**config.mk**
```make
export PLATFORM = sky130hd
export DESIGN_NAME = first_fit_free_list_allocator_top
export DESIGN_NICKNAME = d
export VERILOG_FILES = /design/src/rtl/ffa_pkg.sv /design/src/rtl/ffa_entry_ram.sv /design/src/rtl/first_fit_free_list_allocator_top.sv
export SDC_FILE = /design/constraint.sdc
export NUM_CORES = 2
export LEC_CHECK = 0
export BUFFER_PORTS_ARGS = -buffer_cell sky130_fd_sc_hd__buf_2
export CAP_MARGIN = 20
export CELL_PAD_IN_SITES_DETAIL_PLACEMENT = 1
export CELL_PAD_IN_SITES_GLOBAL_PLACEMENT = 1
export CORE_MARGIN = 1.5
export CORE_UTILIZATION = 26
export DETAILED_ROUTE_END_ITERATION = 8
export PLACE_DENSITY = 0.43
export REMOVE_ABC_BUFFERS = 1
export SLEW_MARGIN = 20
export SYNTH_ARGS = -nofsm -noshare
export SYNTH_HDL_FRONTEND = slang
export SYNTH_HIERARCHICAL = 1
export SYNTH_SLANG_ARGS = --single-unit
```
**constraint.sdc**
```tcl
create_clock -name i_clk -period 4.4 [get_ports i_clk]
set_input_delay 0.66 -clock i_clk [delete_from_list [all_inputs] [get_ports i_clk]]
set_output_delay 0.66 -clock i_clk [all_outputs]
set_load 0.02 [all_outputs]
```
**src/rtl/ffa_pkg.sv**
```systemverilog
package ffa_pkg;

    // default sizes, handed to the top level parameters
    localparam int DEF_ARENA_BYTES  = 65536;
    localparam int DEF_FREE_ENTRIES = 32;

    // field widths fixed by the interface
    localparam int ADDR_W = 16;
    localparam int SIZE_W = 17;
    localparam int STAT_W = 3;

    localparam logic [SIZE_W-1:0] CAP_RESET = 17'h10000;

    // result status codes
    localparam logic [STAT_W-1:0] STAT_FROM_LIST = 3'd0;
    localparam logic [STAT_W-1:0] STAT_FROM_BUMP = 3'd1;
    localparam logic [STAT_W-1:0] STAT_NO_SPACE  = 3'd2;
    localparam logic [STAT_W-1:0] STAT_FREED     = 3'd3;
    localparam logic [STAT_W-1:0] STAT_LIST_FULL = 3'd4;

    // request action codes
    localparam logic ACT_ALLOC = 1'b0;
    localparam logic ACT_FREE  = 1'b1;

    // one free list entry
    typedef struct packed {
        logic [ADDR_W-1:0] start;
        logic [SIZE_W-1:0] size;
    } t_entry;

endpackage

```
**src/rtl/ffa_entry_ram.sv**
```systemverilog
module ffa_entry_ram #(
    parameter int DEPTH  = 32,
    parameter int IDX_W  = 5
) (
    input  logic                 i_clk,
    input  logic                 i_we,
    input  logic [IDX_W-1:0]     i_waddr,
    input  ffa_pkg::t_entry      i_wdata,
    input  logic [IDX_W-1:0]     i_raddr,
    output ffa_pkg::t_entry      o_rdata
);
    import ffa_pkg::*;

    t_entry r_mem [DEPTH];
    t_entry r_rdata;

    // one write port, one registered read port
    always_ff @(posedge i_clk) begin
        if (i_we) begin
            r_mem[i_waddr] <= i_wdata;
        end
        r_rdata <= r_mem[i_raddr];
    end

    assign o_rdata = r_rdata;

endmodule

```
**src/rtl/first_fit_free_list_allocator_top.sv**
```systemverilog
// order: a free answers in the cycle after the transfer; an alloc scans the list from entry 0,
// answers on a hit, else gives a bump or out-of-space answer (straight to that step with an empty list)
// throughput: one request at a time; the single read port of the entry memory steps through
// the scan up to the hit, then the compaction of the entries behind
// reset: synchronous active low, clears entry count and bump head, capacity to 65536;
// entry memory is not cleared; results are strobed for one cycle, the receiver cannot stall
module first_fit_free_list_allocator_top #(
    parameter int ARENA_BYTES  = ffa_pkg::DEF_ARENA_BYTES,
    parameter int FREE_ENTRIES = ffa_pkg::DEF_FREE_ENTRIES
) (
    input  logic                        i_clk,
    input  logic                        i_rst_n,
    input  logic                        i_cfg_we,
    input  logic [ffa_pkg::SIZE_W-1:0]  i_cfg_wdata,
    input  logic                        start,
    output logic                        busy,
    input  logic                        i_action,
    input  logic [15:0]                 i_request_length,
    input  logic [ffa_pkg::ADDR_W-1:0]  i_block_address,
    output logic                        o_result_valid,
    output logic [ffa_pkg::STAT_W-1:0]  o_status,
    output logic [ffa_pkg::ADDR_W-1:0]  o_granted_address
);
    import ffa_pkg::*;

    localparam int IDX_W = (FREE_ENTRIES > 1) ? $clog2(FREE_ENTRIES) : 1;
    localparam int CNT_W = $clog2(FREE_ENTRIES + 1);
    localparam logic [CNT_W-1:0] CNT_FULL = CNT_W'(FREE_ENTRIES);
    localparam logic [31:0] ARENA_LIM = 32'(ARENA_BYTES);

    typedef enum logic [3:0] {
        ST_IDLE  = 4'b0001,
        ST_SCAN  = 4'b0010,
        ST_SHIFT = 4'b0100,
        ST_BUMP  = 4'b1000
    } t_state;

    t_state            r_state, n_state;
    logic [SIZE_W-1:0] r_capacity;
    logic [CNT_W-1:0]  r_count, n_count;
    logic [SIZE_W-1:0] r_bump_head, n_bump_head;
    logic [IDX_W-1:0]  r_idx, n_idx;
    logic [SIZE_W-1:0] r_need, n_need;
    logic              r_out_valid, n_out_valid;
    logic [STAT_W-1:0] r_status, n_status;
    logic [ADDR_W-1:0] r_granted, n_granted;

    logic              mem_we;
    logic [IDX_W-1:0]  mem_waddr;
    t_entry            mem_wdata;
    logic [IDX_W-1:0]  mem_raddr;
    t_entry            mem_rdata;

    logic [SIZE_W-1:0] in_need;
    logic [CNT_W-1:0]  idx_p1;
    logic [SIZE_W-1:0] eff_cap;
    logic [SIZE_W:0]   bump_sum;
    logic              bump_fit;

    ffa_entry_ram #(
        .DEPTH (FREE_ENTRIES),
        .IDX_W (IDX_W)
    ) u_entry_ram (
        .i_clk   (i_clk),
        .i_we    (mem_we),
        .i_waddr (mem_waddr),
        .i_wdata (mem_wdata),
        .i_raddr (mem_raddr),
        .o_rdata (mem_rdata)
    );

    assign busy    = (r_state != ST_IDLE);
    assign in_need = {1'b0, i_request_length} + SIZE_W'(1);
    assign idx_p1  = CNT_W'(r_idx) + CNT_W'(1);

    // capacity limited by the arena size
    assign eff_cap  = (32'(r_capacity) > ARENA_LIM) ? SIZE_W'(ARENA_BYTES) : r_capacity;
    assign bump_sum = {1'b0, r_bump_head} + {1'b0, r_need};
    assign bump_fit = (bump_sum <= {1'b0, eff_cap});

    // sequencer: accept, scan, compaction, bump decision
    always_comb begin
        n_state     = r_state;
        n_count     = r_count;
        n_bump_head = r_bump_head;
        n_idx       = r_idx;
        n_need      = r_need;
        n_out_valid = 1'b0;
        n_status    = r_status;
        n_granted   = r_granted;
        mem_we      = 1'b0;
        mem_waddr   = r_idx;
        mem_wdata   = mem_rdata;
        mem_raddr   = '0;

        unique case (r_state)
            ST_IDLE: begin
                mem_raddr = '0;
                if (start) begin
                    n_need = in_need;
                    n_idx  = '0;
                    if (i_action == ACT_FREE) begin
                        n_out_valid = 1'b1;
                        n_granted   = '0;
                        if (r_count < CNT_FULL) begin
                            mem_we          = 1'b1;
                            mem_waddr       = r_count[IDX_W-1:0];
                            mem_wdata.start = i_block_address;
                            mem_wdata.size  = in_need;
                            n_count         = r_count + CNT_W'(1);
                            n_status        = STAT_FREED;
                        end else begin
                            n_status = STAT_LIST_FULL;
                        end
                    end else if (r_count == '0) begin
                        n_state = ST_BUMP;
                    end else begin
                        n_state = ST_SCAN;
                    end
                end
            end
            ST_SCAN: begin
                // entry r_idx is on the read data, fetch the one behind it
                mem_raddr = r_idx + IDX_W'(1);
                if (mem_rdata.size >= r_need) begin
                    n_out_valid = 1'b1;
                    n_status    = STAT_FROM_LIST;
                    n_granted   = mem_rdata.start;
                    if (mem_rdata.size == r_need) begin
                        n_state = ST_SHIFT;
                    end else begin
                        // cut the entry from its front
                        mem_we          = 1'b1;
                        mem_waddr       = r_idx;
                        mem_wdata.start = mem_rdata.start + r_need[ADDR_W-1:0];
                        mem_wdata.size  = mem_rdata.size - r_need;
                        n_state         = ST_IDLE;
                    end
                end else if (idx_p1 == r_count) begin
                    n_state = ST_BUMP;
                end else begin
                    n_idx = r_idx + IDX_W'(1);
                end
            end
            ST_SHIFT: begin
                // move entry r_idx+1 into place r_idx
                mem_raddr = r_idx + IDX_W'(2);
                if (idx_p1 >= r_count) begin
                    n_count = r_count - CNT_W'(1);
                    n_state = ST_IDLE;
                end else begin
                    mem_we    = 1'b1;
                    mem_waddr = r_idx;
                    mem_wdata = mem_rdata;
                    n_idx     = r_idx + IDX_W'(1);
                end
            end
            ST_BUMP: begin
                n_out_valid = 1'b1;
                n_state     = ST_IDLE;
                if (bump_fit) begin
                    n_status    = STAT_FROM_BUMP;
                    n_granted   = r_bump_head[ADDR_W-1:0];
                    n_bump_head = bump_sum[SIZE_W-1:0];
                end else begin
                    n_status  = STAT_NO_SPACE;
                    n_granted = '0;
                end
            end
            default: begin
                n_state = ST_IDLE;
            end
        endcase
    end

    // control registers
    always_ff @(posedge i_clk) begin
        if (!i_rst_n) begin
            r_state     <= ST_IDLE;
            r_capacity  <= CAP_RESET;
            r_count     <= '0;
            r_bump_head <= '0;
            r_out_valid <= 1'b0;
        end else begin
            r_state     <= n_state;
            r_count     <= n_count;
            r_bump_head <= n_bump_head;
            r_out_valid <= n_out_valid;
            if (i_cfg_we) begin
                r_capacity <= i_cfg_wdata;
            end
        end
    end

    // payload registers
    always_ff @(posedge i_clk) begin
        r_idx     <= n_idx;
        r_need    <= n_need;
        r_status  <= n_status;
        r_granted <= n_granted;
    end

    assign o_result_valid    = r_out_valid;
    assign o_status          = r_status;
    assign o_granted_address = r_granted;

endmodule

```
* Yosys cells after proc, flatten, opt, wreduce, memory -nomap -nowiden
Memories as Yosys holds them, arrays and structs flattened. A register that Yosys moved wholly into a read port is not among the register bits.
Index checks and enable logic that the tools add are counted.
** Storage, ports and cells
- Bits in latches :: 0
- Bits in registers :: 86
- Memories kept :: 1
- ROM bits :: 0
- Word-level logic and storage cells :: 105
- Output and inout port bits :: 21
- Memory bits (writable) :: 1056
** Operators by class
- Bitwise operators :: 0
- Multiply operators :: 0
- Magnitude comparators :: 5
- Div/mod/pow operators :: 0
- Muxes and demuxes :: 54
- $add $sub $neg :: 9
- Reductions and logical operators :: 10
- Shift-type cells :: 0
- Equality and inequality tests :: 17
** Memory list
- u_entry_ram.r_mem :: depth 32, bits a word 33, rd ports 1, clocked after memory_dff 1, write ports 1, line ffa_entry_ram.sv:14 : t_entry r_mem [DEPTH];
** Operator list (count)
- 33-bit two-way mux :: 5
- 33-bit one-hot mux with 2 select lines :: 1
- 16-bit two-way mux :: 4
- 16-bit one-hot mux with 3 select lines :: 1
- 5-bit two-way mux :: 8
- 4-bit two-way mux :: 6
- 6-bit two-way mux :: 4
- 17-bit by 17-bit adder with 18-bit output :: 1
- 18-bit by 17-bit less-or-equal comparator with 1-bit output :: 1
- 2-bit inequality test, second input constant :: 9
- 16-bit by 1-bit adder with 17-bit output, second input constant :: 1
- 17-bit equality test :: 1
- 17-bit greater-or-equal comparator :: 1
- 17-bit > comparator, second input constant :: 1
- 17-bit two-way mux :: 1
- 17-bit subtractor :: 1
- 16-bit adder :: 1
- 3-bit two-way mux :: 5
- 5-bit one-hot mux with 3 select lines :: 1
- 4-bit one-hot mux with 3 select lines :: 1
- 6-bit one-hot mux with 2 select lines :: 1
- 1-bit two-way mux :: 11
- 5-bit one-hot mux with 2 select lines :: 1
- 5-bit AND reduction :: 2
- 22 further kinds :: 26

* Depth between registers and ports, before layout
- Word-level depth :: 7
- Gate-level depth with buffers :: 23
- Depth with buffers taken out :: 20

* Cells and area by module
The synthesis kept the hierarchy.
** Modules (own cells, without submodules)
- ffa_entry_ram :: area each 41813.9 µm², cells each 2332, instances 1
- first_fit_free_list_allocator_top :: area each 7365.8 µm², cells each 833, instances 1

* Least setup slack after synthesis
Ideal clock, no wire load.
- Kind :: register to register
- Start :: register r_state[0]
- End :: memory u_entry_ram/r_mem[19][0] in the netlist's numbering (enable)
- Data arrival time :: 4410 ps
- Period minus slack after synthesis :: 4833 ps
- Setup time :: 423 ps
- Cell stages (with the launch flop) :: 9
- Data required time :: 3977 ps
- Setup slack :: -433 ps
- Buffers on the path :: 2
- Cell sequence :: dfxtp_1 clkbuf_1 nor4b_1 and2_1 nand2_1 clkbuf_1 o21ai_0 or3b_2 nor2_1
** On the way
- Elaborated cells between the ends (all ways) :: 7
- Those cells by class :: eq/ne: 3; mux: 4
** RTL lines
- from (decl) :: line first_fit_free_list_allocator_top.sv:38 : t_state r_state, n_state;
- from (signal assigned) :: line first_fit_free_list_allocator_top.sv:185 : r_state <= n_state;
- 4-bit by 1-bit equality test with 1-bit output :: line first_fit_free_list_allocator_top.sv:96 : unique case (r_state)
- 5-bit two-way mux
- via mem_waddr[4] :: line first_fit_free_list_allocator_top.sv:49 : logic [IDX_W-1:0] mem_waddr;
- to (decl) :: line ffa_entry_ram.sv:14
The timed path passes the listed nets, and every way through them passes these cells.

* Worst setup path after layout
- Start :: register r_need[0]
- End :: register r_granted[11], in the netlist o_granted_address[11] (data pin)
** On the way
- Cells in the longest elaborated chain, start to end :: 4
** Ends and longest elaborated chain
- from (decl) :: line first_fit_free_list_allocator_top.sv:43 : logic [SIZE_W-1:0] r_need, n_need;
- from (signal assigned) :: line first_fit_free_list_allocator_top.sv:198 : r_need <= n_need;
- 17-bit by 17-bit adder with 18-bit output :: line first_fit_free_list_allocator_top.sv:78 : assign bump_sum = {1'b0, r_bump_head} + {1'b0, r_need};
- via bump_sum[8] :: line first_fit_free_list_allocator_top.sv:57 : logic [SIZE_W:0] bump_sum;
- 18-bit by 17-bit less-or-equal comparator with 1-bit output :: line first_fit_free_list_allocator_top.sv:79 : assign bump_fit = (bump_sum <= {1'b0, eff_cap});
- 16-bit two-way mux :: line first_fit_free_list_allocator_top.sv:161 : if (bump_fit) begin
- 16-bit one-hot mux with 3 select lines :: line first_fit_free_list_allocator_top.sv:96
- via n_granted[11] :: line first_fit_free_list_allocator_top.sv:46 : logic [ADDR_W-1:0] r_granted, n_granted;
- to (signal assigned) :: line first_fit_free_list_allocator_top.sv:200 : r_granted <= n_granted;
- to (decl) :: line first_fit_free_list_allocator_top.sv:46
The timed path passes the listed nets, and every way through them passes these cells.
A chain may end at the register's enable or synchronous reset.

==> impl_metrics.ini <==
[run_status]
outcome = finished, violations left
violations = design-rule violations

[cts]
clockBufferDepth = 3
cts_hold_buf = 0
cts_tree = done
numCtsBuffers = 143
insertion_delay_ns = 0.79
h-tree-depth = 4
cts-root-buf = clkbuf_16
cts.reportedPaths.clkPinSlew_ns = 0.05
cts.sinks = 1175

[sta]
slew_viol_final = 0
slew_headroom_pct = 32.1
worst_slew_pin_slew_ns = 1.02
finalClockSkew_ns = 0.0632
rsz0062_at_grt = yes
min_period_ns = 4.24
fin_crit_sh_pct = 96.3
setup_viol = 0
hold_viol_final = 0
fin_ws_ns = 0.162
fmax_mhz = 236
setup_tns_ns = 0

[pwr]
leakage_nw = 18.8
power_mw = 35.7
ir_drop_v = 0.000431
p_per_area_mw_per_mm2 = 601

[finish]
finalNonFillerCells = 6060
drive_above_1_share_pct = 16.6
syn2layout_area_growth_pct = 20.8
design_area_mm2 = 0.0594
diodes = 0
fin_nets = 3587

[yosys]
ys_seq_area_share_pct = 70.2
yosys-top-cells-area = edfxtp_1 67%, mux2i_1 11%, dfxtp_1 3.2%, ha_1 2.0%, a22oi_1 1.7%
synth.distinct_cells = 77
async_flop_share_pct = 0
syn_avg_cell_area_um2 = 15.5
synthCells = 3165
synthFlopType = edfxtp_1
yosysTopAreaCell = edfxtp_1
synth_top_area_share_pct = 67.0
synth_edf_count = 1097
yosys_warnings = 6
ys_seq_elements = 1175
syn_area_mm2 = 0.0492

[grt]
grt_max_degree = 51
grt_pass1_vias = 30100
grtUsageTotal_pct = 17.5
overflow = 0
grt_antenna_before_repair = 7
grt_pass1_wl_mm = 237

[setup_path]
start_kind = register
critPathMaxFanout = 6
cp_cell_sequence = ha_4 -> inv_2 -> fa_2 -> nor2b_2 -> o31a_1 -> o21ai_2 -> nor2b_4 -> o21bai_1 -> a21oi_2 -> xnor2_2 -> ha_1 -> nand2_2 -> nor2_2 -> a211oi_2 -> o21ai_1 -> a2111o_1 -> o21ai_2 -> and4_4 -> buf_12 -> buf_8 -> buf_4 -> a22o_1
critPathKind = register to register
worstRegToRegCells = 22
cp_slowest_cell = edfxtp_1
crit_top_cell = o21ai_2
cp.arrival_ns = 4.87
cp.required_ns = 5.03
r2r_start = r_need[0]
r2r_slack_ns = 0.16
r2r_end = o_granted_address[11]
slowest_delay_ns = 0.45
crit_path_end_kind = register

[detailed_routing]
antenna_left = 0
drc_errors = 2
vias_per_cell = 4.74
vias = 28700
drt_wl_total_mm = 171
drtIter0Drc = 1755
routedWlPerCell_um = 28.2
firstDrtPassIters = 9

[die]
die_h_um = 438
die-area_mm2 = 0.192
ios = 75
fp.dieW_um = 438
rows = 159
start_util_pct = 26.2
core_area_mm2 = 0.188

[min_path]
hold_path.startpoint = i_cfg_wdata[16]
hp-class = input pin to register
worstHoldPathCells = 3
hold_end = r_capacity[16]

[job]
drv_cap = 0

[place]
dpl_cell_area_mm2 = 0.0546
io_buffers = 74
routabilityCongestion = 0.795
place_inst = 5784
place_hpwl_mm = 105
pre_cts_ws_ns = 0.0458
-- registers in the layout (all words and copies together), names as in the netlist, 4 cells and up --
name and count:
o_granted_address 16, r_bump_head 17, r_capacity 17, r_count 6, r_idx 5, r_need 17
r_state 4, u_entry_ram/o_rdata 33, u_entry_ram/r_mem 1056
-- cell usage after synthesis (all sizes together) (3+ instances only) --
master	count
o31ai	5
a221o	15
a31oi	41
xor2	23
o21a	9
o221ai	3
a211oi	8
nand4	8
xnor2	36
inv	46
or3b	3
nor3	51
nor4	8
o21ai	46
dfxtp	78
buf	103
fa	4
and2	6
nor4b	3
nand3	120
a21o	27
nor2	96
nand2b	9
or3	9
edfxtp	1097
o211ai	3
nand2	163
o311ai	4
nand3b	7
a22o	85
a22oi	113
a2111oi	4
nor2b	46
a21oi	147
and3	8
mux2i	559
clkbuf	61
ha	79
-- cells in the final DEF (no fill, tap or decap), types with 6 or more instances in the layout --
master     count
edfxtp_1    1097
mux2i_1      558
nand2_1      161
buf_4        149
clkbuf_16    147
a21oi_1      142
nand3_1      118
a22oi_1      113
a22o_1        85
ha_1          77
dfxtp_1       77
buf_12        77
buf_2         74
nor2_1        60
nor3_1        51
inv_1         45
clkbuf_1      43
nor2b_1       42
a31oi_1       41
xnor2_1       34
nor2_4        34
clkinv_1      29
a21o_1        27
o21ai_0       27
xor2_1        23
clkinv_2      17
a221o_1       15
o21ai_2       12
o21a_1         9
or3_1          9
nand4_1        8
nand3b_1       7
nand2b_1       7
and3_1         7
bufinv_16      7
o21ai_1        6
a211oi_1       6
nor4_1         6
clkbuf_8       6
-- cell type report --
cell class,instances,area [µm²]
well taps,2495,3120
flip-flops and latches,1175,34500
inverters,47,176
repair buffers,304,3110
multi-input cells,1779,14000
fillers,19500,128000
clock inverters,66,646
clock buffers,194,3870
-- metal layers --
metal	up-vias	wire length, µm	global-route usage (%)	share of wire (%)
li1	13000	-	-	-
met1	15200	79100	23.8	46
met2	427	83900	29.9	49
met3	169	4590	2.10	2.7
met4	0	3050	3.77	1.8
met5	-	0	0	0
-- stage by stage --
step / hold WS [ns] / util (%)
2_1_floorplan: 0.456 / -
3_5_place_dp: 0.518 / 29.1
5_1_grt: 0.115 / 31.6
3_3_place_gp: 0.519 / 29.1
4_1_cts: 0.0818 / 31.5
6_report: 0.157 / 31.6
-- logic make-up after synthesis --
group	after synthesis	share of synthesized area, %
fa+ha+maj	83	2.17
xor+xnor	59	1.05
simple gates	546	5.30
mux	559	11.4
flops	1175	70.2
compound gates	532	7.53
buf+inv	211	2.41
-- worst max-delay path: cells and delay by family, from the launching register on --
family,cells,cell delay (ns)
XOR/XNOR,1,0.10
buffers and inverters,4,0.45
adder cells (fa/ha/maj),3,0.75
AND/OR/NAND/NOR,5,0.64
AO/OA/AOI/OAI,9,1.70
flip-flops,1,0.45
-- report_power, final --
group | leakage, nW | total [mW] | internal [mW] | switching [mW]
clock | 2.19 | 11.4 | 6.62 | 4.82
combinational | 6.09 | 8.81 | 2.75 | 6.06
sequential | 10.6 | 15.5 | 14.9 | 0.616
total | 18.8 | 35.7 | 24.2 | 11.5
-- timing repair --
| action | CTS | global route |
|---|---|---|
| resized for setup | 0 | 30 |
| buffers inserted | 0 | 14 |
| setup endpoints to repair | 0 | 59 |
-- how the worst max path moves through the flow --
| stage | start | end | cells past startpoint | slack (ns) |
|---|---|---|---|---|
| 6_report | r_need[0] | o_granted_address[11] | 22 | 0.16 |
| 5_1_grt | r_need[0] | r_bump_head[2] | 22 | -0.04 |
| 4_1_cts | r_need[0] | r_bump_head[0] | 21 | 0.03 |
| 3_5_place_dp | r_need[0] | r_bump_head[0] | 21 | 0.05 |
| 3_3_place_gp | r_need[0] | r_bump_head[2] | 21 | 0.11 |
| 2_1_floorplan | r_state[1] | u_entry_ram/o_rdata[31] | 7 | -52.69 |
Power figures use the tool's default switching activity.
